## src/rtl/lpd_pkg.sv

```systemverilog
`timescale 1ns / 1ps

package lpd_pkg;

  // sync classes
  localparam logic [1:0] CLASS_NONE = 2'd0;
  localparam logic [1:0] CLASS_J    = 2'd1;
  localparam logic [1:0] CLASS_K    = 2'd2;

  // request types
  localparam logic REQ_EDGE    = 1'b0;
  localparam logic REQ_RESTART = 1'b1;

  localparam logic [7:0]  SWEEP_LIMIT_RESET = 8'd50;
  localparam logic [31:0] BAD_WIDTH         = 32'd140;
  localparam logic [7:0]  NO_SWEEP_LIMIT    = 8'd60;
  localparam logic [7:0]  NO_SWEEP_MAX      = 8'd255;

  // width band edges
  localparam logic [31:0] BAND_LO      = 32'd74;
  localparam logic [31:0] BAND_A_LO    = 32'd83;
  localparam logic [31:0] BAND_A_HI_K  = 32'd95;
  localparam logic [31:0] BAND_A_HI_J  = 32'd93;
  localparam logic [31:0] BAND_B_LO    = 32'd106;
  localparam logic [31:0] BAND_B_HI    = 32'd117;
  localparam logic [31:0] BAND_C_LO    = 32'd127;
  localparam logic [31:0] BAND_C_HI    = 32'd137;

  typedef struct packed {
    logic        req_type;
    logic        edge_rising;
    logic [31:0] edge_time_us;
  } in_item_t;

  typedef struct packed {
    logic [15:0] x_average;
    logic [15:0] y_average;
    logic [1:0]  sync_class;
    logic        receiving;
    logic        x_updated;
    logic        y_updated;
  } out_item_t;

  // what one processed word does to the rings and the status
  typedef struct packed {
    logic        x_store;
    logic        y_store;
    logic [15:0] sample;
    logic [1:0]  sync_class;
    logic        receiving;
  } pulse_t;

  function automatic logic in_gap_band(logic [31:0] w, logic [31:0] mid_hi);
    return (w < BAND_LO) || ((w > BAND_A_LO) && (w < mid_hi)) ||
           ((w > BAND_B_LO) && (w < BAND_B_HI)) ||
           ((w > BAND_C_LO) && (w < BAND_C_HI));
  endfunction

endpackage

```

## src/rtl/lpd_chan_if.sv

```systemverilog
`timescale 1ns / 1ps

interface lpd_chan_if #(
  parameter type T = logic
);
  logic valid;
  logic ready;
  T     data;

  modport source (output valid, output data, input ready);
  modport sink   (input valid, input data, output ready);
endinterface

```

## src/rtl/lighthouse_pulse_position_decoder.sv

```systemverilog
`timescale 1ns / 1ps

// Channel  Dir  Word                                   Handshake
// in_i     in   req_type, edge_rising, edge_time_us    valid / ready
// out_o    out  x/y_average, sync_class, receiving,    valid / ready
//               x_updated, y_updated
// cfg_i    in   sweep_width_limit (8 bits)             valid / ready (always ready)
//
// One word per cycle sustained while out_o is ready; in_q feeds result register out_q.
// Each cycle's work is one edge decode plus a running-sum update and a reciprocal
// multiply for each ring average, between the input register and the result register.
// Reset is asynchronous, active low; all state but the input and result data registers
// comes up at once, with receiving set and sweep_width_limit at 50.
// A stalled result holds in the result register while the input register still
// takes a word; the input side stalls only when both are full.

module lighthouse_pulse_position_decoder #(
  parameter int AVG_DEPTH = 4
) (
  input  logic       clk_i,
  input  logic       rst_ni,
  lpd_chan_if.sink   in_i,
  lpd_chan_if.source out_o,
  lpd_chan_if.sink   cfg_i
);
  import lpd_pkg::*;

  logic       in_valid_q;
  in_item_t   in_q;
  logic       out_valid_q;
  out_item_t  out_q, out_d;
  logic [7:0] sweep_limit_q;

  logic       advance;
  pulse_t     pulse;
  logic [15:0] x_avg;
  logic [15:0] y_avg;

  // advance the input word when the result register is free or being drained
  assign advance     = in_valid_q && (!out_valid_q || out_o.ready);
  assign in_i.ready  = !in_valid_q || advance;
  assign cfg_i.ready = 1'b1;

  always_ff @(posedge clk_i or negedge rst_ni) begin
    if (!rst_ni) begin
      in_valid_q <= 1'b0;
    end else if (in_i.ready) begin
      in_valid_q <= in_i.valid;
    end
  end

  always_ff @(posedge clk_i) begin
    if (in_i.valid && in_i.ready) begin
      in_q <= in_i.data;
    end
  end

  always_ff @(posedge clk_i or negedge rst_ni) begin
    if (!rst_ni) begin
      sweep_limit_q <= SWEEP_LIMIT_RESET;
    end else if (cfg_i.valid) begin
      sweep_limit_q <= cfg_i.data;
    end
  end

  lpd_edge_ctrl u_edge_ctrl (
    .clk_i         (clk_i),
    .rst_ni        (rst_ni),
    .en_i          (advance),
    .item_i        (in_q),
    .sweep_limit_i (sweep_limit_q),
    .pulse_o       (pulse)
  );

  lpd_ring_avg #(.AVG_DEPTH(AVG_DEPTH)) u_x_ring (
    .clk_i    (clk_i),
    .rst_ni   (rst_ni),
    .store_i  (pulse.x_store),
    .sample_i (pulse.sample),
    .avg_o    (x_avg)
  );

  lpd_ring_avg #(.AVG_DEPTH(AVG_DEPTH)) u_y_ring (
    .clk_i    (clk_i),
    .rst_ni   (rst_ni),
    .store_i  (pulse.y_store),
    .sample_i (pulse.sample),
    .avg_o    (y_avg)
  );

  always_comb begin
    out_d.x_average  = x_avg;
    out_d.y_average  = y_avg;
    out_d.sync_class = pulse.sync_class;
    out_d.receiving  = pulse.receiving;
    out_d.x_updated  = pulse.x_store;
    out_d.y_updated  = pulse.y_store;
  end

  // hold the result until taken; drop valid when drained with nothing behind it
  always_ff @(posedge clk_i or negedge rst_ni) begin
    if (!rst_ni) begin
      out_valid_q <= 1'b0;
    end else if (advance) begin
      out_valid_q <= 1'b1;
    end else if (out_o.ready) begin
      out_valid_q <= 1'b0;
    end
  end

  always_ff @(posedge clk_i) begin
    if (advance) begin
      out_q <= out_d;
    end
  end

  assign out_o.valid = out_valid_q;
  assign out_o.data  = out_q;

endmodule

```

## src/rtl/lpd_edge_ctrl.sv

```systemverilog
`timescale 1ns / 1ps

module lpd_edge_ctrl (
  input  logic              clk_i,
  input  logic              rst_ni,
  input  logic              en_i,
  input  lpd_pkg::in_item_t item_i,
  input  logic [7:0]        sweep_limit_i,
  output lpd_pkg::pulse_t   pulse_o
);
  import lpd_pkg::*;

  logic [31:0] rise_q, rise_d;
  logic [31:0] prev_fall_q, prev_fall_d;
  logic [1:0]  class_q, class_d;
  logic [7:0]  count_q, count_d;
  logic        recv_q, recv_d;

  logic [31:0] width;
  logic        process;
  logic        is_sweep;
  logic [7:0]  count_base;

  assign width    = item_i.edge_time_us - rise_q;
  assign is_sweep = width <= {24'd0, sweep_limit_i};
  assign process  = en_i && (item_i.req_type == REQ_EDGE) && !item_i.edge_rising &&
                    recv_q && (item_i.edge_time_us != prev_fall_q);
  assign count_base = is_sweep ? 8'd0 : count_q;

  always_comb begin
    rise_d      = rise_q;
    prev_fall_d = prev_fall_q;
    class_d     = class_q;
    count_d     = count_q;
    recv_d      = recv_q;
    if (en_i && (item_i.req_type == REQ_RESTART)) begin
      recv_d = 1'b1;
    end else if (en_i && item_i.edge_rising) begin
      rise_d = item_i.edge_time_us;
    end else if (process) begin
      if (!is_sweep) begin
        if (width > BAD_WIDTH) begin
          class_d = CLASS_NONE;
        end else if (!in_gap_band(width, BAND_A_HI_K)) begin
          class_d = CLASS_K;
        end else if (in_gap_band(width, BAND_A_HI_J)) begin
          class_d = CLASS_J;
        end
      end
      if (count_base > NO_SWEEP_LIMIT) begin
        recv_d = 1'b0;
      end
      count_d     = (count_base == NO_SWEEP_MAX) ? NO_SWEEP_MAX : count_base + 8'd1;
      prev_fall_d = item_i.edge_time_us;
    end
  end

  always_ff @(posedge clk_i or negedge rst_ni) begin
    if (!rst_ni) begin
      rise_q      <= '0;
      prev_fall_q <= '0;
      class_q     <= CLASS_NONE;
      count_q     <= '0;
      recv_q      <= 1'b1;
    end else begin
      rise_q      <= rise_d;
      prev_fall_q <= prev_fall_d;
      class_q     <= class_d;
      count_q     <= count_d;
      recv_q      <= recv_d;
    end
  end

  // a sweep stores under the class seen before it
  assign pulse_o.x_store    = process && is_sweep && (class_q == CLASS_K);
  assign pulse_o.y_store    = process && is_sweep && (class_q == CLASS_J);
  assign pulse_o.sample     = rise_q[15:0] - prev_fall_q[15:0];
  assign pulse_o.sync_class = class_d;
  assign pulse_o.receiving  = recv_d;

endmodule

```

## src/rtl/lpd_ring_avg.sv

```systemverilog
`timescale 1ns / 1ps

module lpd_ring_avg #(
  parameter int AVG_DEPTH = 4
) (
  input  logic        clk_i,
  input  logic        rst_ni,
  input  logic        store_i,
  input  logic [15:0] sample_i,
  output logic [15:0] avg_o
);
  localparam int DIV_L  = $clog2(AVG_DEPTH);
  localparam int SLOT_W = (DIV_L > 0) ? DIV_L : 1;
  localparam int SUM_W  = 16 + DIV_L;
  localparam int MUL_S  = SUM_W + DIV_L;
  localparam logic [SLOT_W-1:0] LAST_SLOT = SLOT_W'(AVG_DEPTH - 1);
  // ceil(2^MUL_S / depth): exact quotient for every SUM_W-bit sum
  localparam logic [SUM_W:0] RECIP =
    (SUM_W+1)'(((64'd1 << MUL_S) + 64'(AVG_DEPTH) - 64'd1) / 64'(AVG_DEPTH));

  logic [15:0]       ring_q [AVG_DEPTH];
  logic [SLOT_W-1:0] slot_q, slot_d;
  logic [SUM_W-1:0]  sum_q, sum_d;
  logic [2*SUM_W:0]  product;

  // keep a running sum: add the new sample, drop the one it replaces
  always_comb begin
    slot_d = slot_q;
    sum_d  = sum_q;
    if (store_i) begin
      sum_d  = sum_q + SUM_W'(sample_i) - SUM_W'(ring_q[slot_q]);
      slot_d = (slot_q == LAST_SLOT) ? '0 : slot_q + SLOT_W'(1);
    end
  end

  assign product = (2*SUM_W+1)'(sum_d) * (2*SUM_W+1)'(RECIP);
  assign avg_o   = product[MUL_S +: 16];

  always_ff @(posedge clk_i or negedge rst_ni) begin
    if (!rst_ni) begin
      slot_q <= '0;
      sum_q  <= '0;
      for (int i = 0; i < AVG_DEPTH; i++) begin
        ring_q[i] <= '0;
      end
    end else begin
      slot_q <= slot_d;
      sum_q  <= sum_d;
      if (store_i) begin
        ring_q[slot_q] <= sample_i;
      end
    end
  end

endmodule

```

## src/flat_wrapper.sv

```systemverilog
// flat-port wrapper written by rule: the top's interface ports become plain ports
module lighthouse_pulse_position_decoder_flat import lpd_pkg::*;
#(
  parameter int AVG_DEPTH = 4
)
  (clk_i, rst_ni, in_i_valid, in_i_data, in_i_ready, out_o_valid, out_o_data, out_o_ready, cfg_i_valid, cfg_i_data, cfg_i_ready);
  lpd_chan_if in_i_i ();
  lpd_chan_if out_o_i ();
  lpd_chan_if cfg_i_i ();
  input  logic clk_i;
  input  logic rst_ni;
  input wire logic [$bits(in_i_i.valid)-1:0] in_i_valid;
  input wire logic [$bits(in_i_i.data)-1:0] in_i_data;
  output wire logic [$bits(in_i_i.ready)-1:0] in_i_ready;
  output wire logic [$bits(out_o_i.valid)-1:0] out_o_valid;
  output wire logic [$bits(out_o_i.data)-1:0] out_o_data;
  input wire logic [$bits(out_o_i.ready)-1:0] out_o_ready;
  input wire logic [$bits(cfg_i_i.valid)-1:0] cfg_i_valid;
  input wire logic [$bits(cfg_i_i.data)-1:0] cfg_i_data;
  output wire logic [$bits(cfg_i_i.ready)-1:0] cfg_i_ready;
  assign in_i_i.valid = in_i_valid;
  assign in_i_i.data = in_i_data;
  assign in_i_ready = in_i_i.ready;
  assign out_o_valid = out_o_i.valid;
  assign out_o_data = out_o_i.data;
  assign out_o_i.ready = out_o_ready;
  assign cfg_i_i.valid = cfg_i_valid;
  assign cfg_i_i.data = cfg_i_data;
  assign cfg_i_ready = cfg_i_i.ready;
  lighthouse_pulse_position_decoder #(.AVG_DEPTH(AVG_DEPTH)) u_core (.clk_i(clk_i), .rst_ni(rst_ni), .in_i(in_i_i), .out_o(out_o_i), .cfg_i(cfg_i_i));
endmodule
```

## config.mk

```make
export PLATFORM = sky130hd
export DESIGN_NAME = lighthouse_pulse_position_decoder_flat
export DESIGN_NICKNAME = d
export VERILOG_FILES = /design/src/rtl/lpd_pkg.sv /design/src/rtl/lpd_chan_if.sv /design/src/rtl/lighthouse_pulse_position_decoder.sv /design/src/rtl/lpd_edge_ctrl.sv /design/src/rtl/lpd_ring_avg.sv /design/src/flat_wrapper.sv
export SDC_FILE = /design/constraint.sdc
export NUM_CORES = 1
export LEC_CHECK = 0
export BUFFER_PORTS_ARGS = -buffer_cell sky130_fd_sc_hd__buf_2
export CAP_MARGIN = 20
export CORE_MARGIN = 10
export CORE_UTILIZATION = 50
export CTS_CLUSTER_DIAMETER = 120
export CTS_CLUSTER_SIZE = 25
export DETAILED_ROUTE_END_ITERATION = 8
export HOLD_SLACK_MARGIN = 0.12
export PLACE_DENSITY = 0.77
export SLEW_MARGIN = 10
export SYNTH_ARGS = -nofsm -noshare
export SYNTH_HDL_FRONTEND = slang
export SYNTH_HIERARCHICAL = 1
export SYNTH_SLANG_ARGS = --single-unit
```

## constraint.sdc

```tcl
create_clock -name clk_i -period 4.45 [get_ports clk_i]
set_input_delay 0.6675 -clock clk_i [delete_from_list [all_inputs] [get_ports clk_i]]
set_output_delay 0.6675 -clock clk_i [all_outputs]
set_load 0.02 [all_outputs]
```

==> Yosys cells after proc, flatten, opt, wreduce, memory -nomap -nowiden <==
Cells that the tools add are included.
W data, S select, Z words.
{ "totals": {"ff_bits": 20, "in_bits": 7, "word_cells": 56} }
{ "classes": {"n_addsub": 1, "magnitude_cmp": 11, "eq_ne": 4, "n_mux": 7, "bitwise_logic": 1, "reduce_logical": 23} }
{ "op_table": {"columns": ["cell", "n"], "rows": [
  ["$lt A1 B7 Y1 const B", 4],
  ["$gt A1 B7 Y1 const B", 3],
  ["$mux W8", 2],
  ["$logic_and A1 B1 Y1", 10],
  ["$add A8 B1 Y8 const B", 1],
  ["$eq A8 B8 Y1 const B", 1],
  ["$gt A1 B8 Y1 const B", 1],
  ["$gt A8 B6 Y1 const B", 1],
  ["$logic_or A1 B1 Y1", 8],
  ["$lt A1 B8 Y1 const B", 1],
  ["$le A1 B6 Y1", 1],
  ["$mux W2", 3],
  ["$ne A3 B2 Y1 const B", 1],
  ["$reduce_and A3 Y1", 1],
  ["$eq A2 B1 Y1 const B", 1],
  ["$logic_not A1 Y1", 2],
  ["$mux W1", 2],
  ["$reduce_and A2 Y1", 1],
  ["$reduce_bool A2 Y1", 1],
  ["$ne A1 B1 Y1", 1],
  ["$not A1 Y1", 1]
]} }

==> Depth between registers and ports, before layout <==
{ "depth": {"ltp_word": 8, "ltp_mapped": 23, "ltp_nobuf": 22} }

==> By module <==
Netlist, hierarchy kept.
{ "modules_own_cells": {"columns": ["mod", "instances", "cells_per_inst", "area_each_um2", "seq_area_each_um2"], "rows": [
  ["lpd_edge_ctrl", 1, 731, 6502.5, 1878.1],
  ["lighthouse_pulse_position_decoder", 1, 17, 247.7, 161.4]
]} }

==> Worst setup path after synthesis <==
No wires, ideal clock.
{ "synth_timing": {"kind": "reg-to-reg", "start": "reg u_core/in_q[0] (netlist bit)", "end": "reg u_core.u_edge_ctrl.count_q[5]", "setup_ns": 0.120, "arrival_time_ns": 3.862, "t_required_ns": 4.330, "setup_slack_ns": 0.468, "stages_incl_launch_ff": 22, "path_buffers": 1, "synth_period_minus_slack_ns": 3.982, "path_cell_list": "edfxtp_1 > inv_1 > ha_1 > fa_1 > nor2b_1 > o2111ai_1 > nand3b_1 > xor2_1 > ha_1 > a21o_1 > a21oi_1 > a22oi_1 > nor2_1 > nand4_1 > buf_4 > nand2_1 > inv_1 > ha_1 > and3_1 > a311o_1 > a21oi_1 > nor2_1"} }
{ "synth_between": {"elab_chain_len": 4} }
{ "synth_rtl": {"columns": ["element", "line", "source"], "rows": [
  ["from (decl)", "lighthouse_pulse_position_decoder.sv:29", "in_item_t in_q;"],
  ["from (signal assigned)", "lighthouse_pulse_position_decoder.sv:54", "in_q <= in_i.data;"],
  ["$le A1 B6 Y1", "lpd_edge_ctrl.sv:25", "assign is_sweep = width <= {24'd0, sweep_limit_i};"],
  ["$mux W8", "lpd_edge_ctrl.sv:28", "assign count_base = is_sweep ? 8'd0 : count_q;"],
  ["$add A8 B1 Y8 or $eq A8 B8 Y1 (tied branches)", "lpd_edge_ctrl.sv:53", "count_d = (count_base == NO_SWEEP_MAX) ? NO_SWEEP_MAX : count_base + 8'd1;"],
  ["$mux W8", "lpd_edge_ctrl.sv:53", null],
  ["to (signal assigned)", "lpd_edge_ctrl.sv:69", "count_q <= count_d;"],
  ["to (decl)", "lpd_edge_ctrl.sv:16", "logic [7:0] count_q, count_d;"]
]} }
Several ways; a longest one is shown, not always the timed one.
A chain may end at the register's enable or synchronous reset.

==> Worst setup path after layout <==
Same ends and word-level chain as after synthesis.

==> flow_metrics.tcl <==
set metrics [dict create \
    critPathRequiredTime_ns 4.69 \
    timing.final.setup_violations 0 \
    fillCellCount 1081 \
    synthesis.yosys.warnings 6 \
    timing.fmax_mhz 241 \
    worst_ir_drop_on_vdd_mv 0.282 \
    floorplan.initialDensity_pct 50.7 \
    run_status "finished with violations" \
    grt_start_max_net_pins 49 \
    final-hold-violation-count 0 \
    startpoint_type "register" \
    grt_pass1_vias 4880 \
    violated_checks "max-slew violations" \
    ff2ff_path_depth 19 \
    tritoncts.num_buffers 9 \
    post_drt_wl_per_cell_um 12.9 \
    worst_ep_arrival_time_ns 4.39 \
    worstReg2RegStart "u_core/in_q[0]$_DFFE_PP_" \
    clock_tree.buffer_depth 2 \
    clkSlewWorstSetupHoldPaths_ns 0.07 \
    synth_cells 645 \
    cts_root_buffer "sky130_fd_sc_hd__clkbuf_16" \
    worst-slew-pin-transition_ns 1.75 \
    syn_area_um2 6070 \
    path_max_fanout 4 \
    max-cap-violations 0 \
    synthesis.area_per_instance_um2 9.41 \
    clk_latency_ns 0.35 \
    numClockSinks 81 \
    grtUsageTotal_pct 15.6 \
    drtAntennaViolNets 0 \
    path_class "reg -> reg" \
    first_iter_violations 317 \
    total_vias_in_the_final_route 4929 \
    dieArea_um2 16900 \
    buffer_ports.inserted 9 \
    post_route_cells_drive_above_1_share_pct 15.8 \
    cp_slowest_stage_delay_ns 0.43 \
    via_per_inst 5.22 \
    wire_length_of_the_first_global_routing_pass_mm 21.7 \
    cellPowerDensity_nw_per_um2 484 \
    drt-total-wl_mm 12.2 \
    insertedDiodeCount 0 \
    slew_violations 35 \
    row_count 40 \
    hold_path.class "in -> async" \
    cts_tree "built" \
    area_growth_pct 17.8 \
    fin_hold_ws_ns 0.334 \
    reg2reg_to "u_core/u_edge_ctrl/count_q[5]$_DFFE_PN0P_" \
    chipWidth_um 130 \
    pre_repair_dr_iteration_count 5 \
    critical-path-slowest-cell "sky130_fd_sc_hd__fa_1" \
    post-dp-hpwl_mm 9.09 \
    layout_min_cycle_time_ns 4.15 \
    place_inst 928 \
    die_height_um 130 \
    worst_clock_skew_ns 0.00843 \
    final_nets 842 \
    leakage_nw 3.46 \
    antenna_found_initial 0 \
    critPathCapture "u_core/u_edge_ctrl/count_q[5]$_DFFE_PN0P_" \
    post-route-period-util_pct 93.3 \
    slew-limit-headroom_pct -16.8 \
    cts-htree-levels 3 \
    setup.reg_to_reg.worst_slack_ns 0.30 \
    setup_total_negative_slack_ns 0 \
    finalWeightedCongestion 0.883 \
    core-area_um2 12000 \
    grt.overflow.total 0 \
    final-instance-count-excl-fill 945 \
    layout.core_utilization_pct 59.7 \
    cp-end-kind "register" \
    remaining_drc_errors 0 \
    power.total_mw 3.46 \
    ios 11 \
    startpoint "u_core/in_q[0]$_DFFE_PP_" \
    cts.hold.buffers_added 0 \
    path_cells "inv_1 -> ha_1 -> fa_1 -> nor2b_2 -> o2111ai_1 -> nand3_1 -> a21boi_0 -> or3_1 -> o311a_1 -> a2111oi_1 -> and4bb_2 -> nand4_1 -> nand2_1 -> inv_1 -> ha_1 -> and3_1 -> a311o_1 -> a21oi_1 -> nor2_1" \
]
-- where the power goes --
group / switching (mW) / internal [mW]
Sequential: 0.123 / 0.920
Combinational: 0.915 / 0.749
Clock: 0.350 / 0.399
-- metal layers --
layer / wire, um / global-route usage [%] / vias up
met3: 391 / 3.89 / 20
li1: - / - / 2509
met5: 0 / 0 / -
met2: 6060 / 27.0 / 65
met4: 208 / 5.16 / 0
met1: 5570 / 18.5 / 2335
-- how the worst min path moves through the flow --
stage | from | endpoint | slack [ns] | cells past startpoint
after detailed placement | u_core/u_edge_ctrl/rise_q[0]$_DFFE_PN0P_ | u_core/u_edge_ctrl/rise_q[0]$_DFFE_PN0P_ | 0.48 | 2
after CTS | rst_ni | u_core/u_edge_ctrl/rise_q[12]$_DFFE_PN0P_ | 0.36 | 1
after global routing | rst_ni | u_core/u_edge_ctrl/rise_q[8]$_DFFE_PN0P_ | 0.38 | 1
after global placement | u_core/u_edge_ctrl/rise_q[0]$_DFFE_PN0P_ | u_core/u_edge_ctrl/rise_q[0]$_DFFE_PN0P_ | 0.48 | 2
final | rst_ni | u_core/u_edge_ctrl/rise_q[12]$_DFFE_PN0P_ | 0.33 | 1
after floorplan | rst_ni | u_core/in_valid_q$_DFFE_PN0P_ | 0.37 | 0
-- cell type report --
| type | instances | area (um^2) | area share [%] |
|---|---|---|---|
| clock buffers | 9 | 225 | 3.15 |
| clock inverters | 7 | 78.8 | 1.10 |
| inverters | 54 | 203 | 2.84 |
| multi-input cells | 628 | 4290 | 60.1 |
| flip-flops and latches | 81 | 2040 | 28.5 |
| well taps | 147 | 184 | 2.57 |
| repair buffers | 19 | 123 | 1.72 |
-- worst max-delay path, delay by kind of cell, from the launching register on --
| kind | cells | cell delay [ns] |
|---|---|---|
| compound gates | 6 | 1.15 |
| simple gates | 8 | 1.56 |
| flops | 1 | 0.36 |
| buf+inv | 2 | 0.12 |
| fa+ha+maj | 3 | 0.85 |
-- stage by stage --
step	setup WS (ns)	area, um^2
2_1_floorplan	0.468	6560
6_report	0.300	7140
3_3_place_gp	0.321	6810
5_1_grt	-0.0252	7140
3_5_place_dp	0.260	6810
4_1_cts	0.207	7110
-- state kept, by name, indices dropped and copies added (netlist names) --
register,cells
u_core/u_edge_ctrl/prev_fall_q,32
u_core/u_edge_ctrl/rise_q,32
u_core/u_edge_ctrl/count_q,8
u_core/sweep_limit_q,2
u_core/u_edge_ctrl/class_q,2
u_core/in_q,1
u_core/in_valid_q,1
u_core/out_o.data,1
u_core/out_o.valid,1
u_core/u_edge_ctrl/recv_q,1
-- what timing repair did --
action	4_1_cts	5_1_grt
setup buffers	0	1
resized for setup	0	5
setup endpoints to repair	0	5
-- layout by cell type (no fill, tap or decap), types with 15 or more instances in the layout --
master	count
sky130_fd_sc_hd__a21oi_1	42
sky130_fd_sc_hd__inv_1	53
sky130_fd_sc_hd__nor2_1	39
sky130_fd_sc_hd__nand3_1	20
sky130_fd_sc_hd__ha_1	41
sky130_fd_sc_hd__dfrtp_1	77
sky130_fd_sc_hd__a21o_1	22
sky130_fd_sc_hd__o21ai_0	18
sky130_fd_sc_hd__conb_1	133
sky130_fd_sc_hd__nand2_1	41
sky130_fd_sc_hd__mux2_2	61
sky130_fd_sc_hd__xor2_1	39
sky130_fd_sc_hd__nor3_1	15
(Power assumes the default switching activity.)
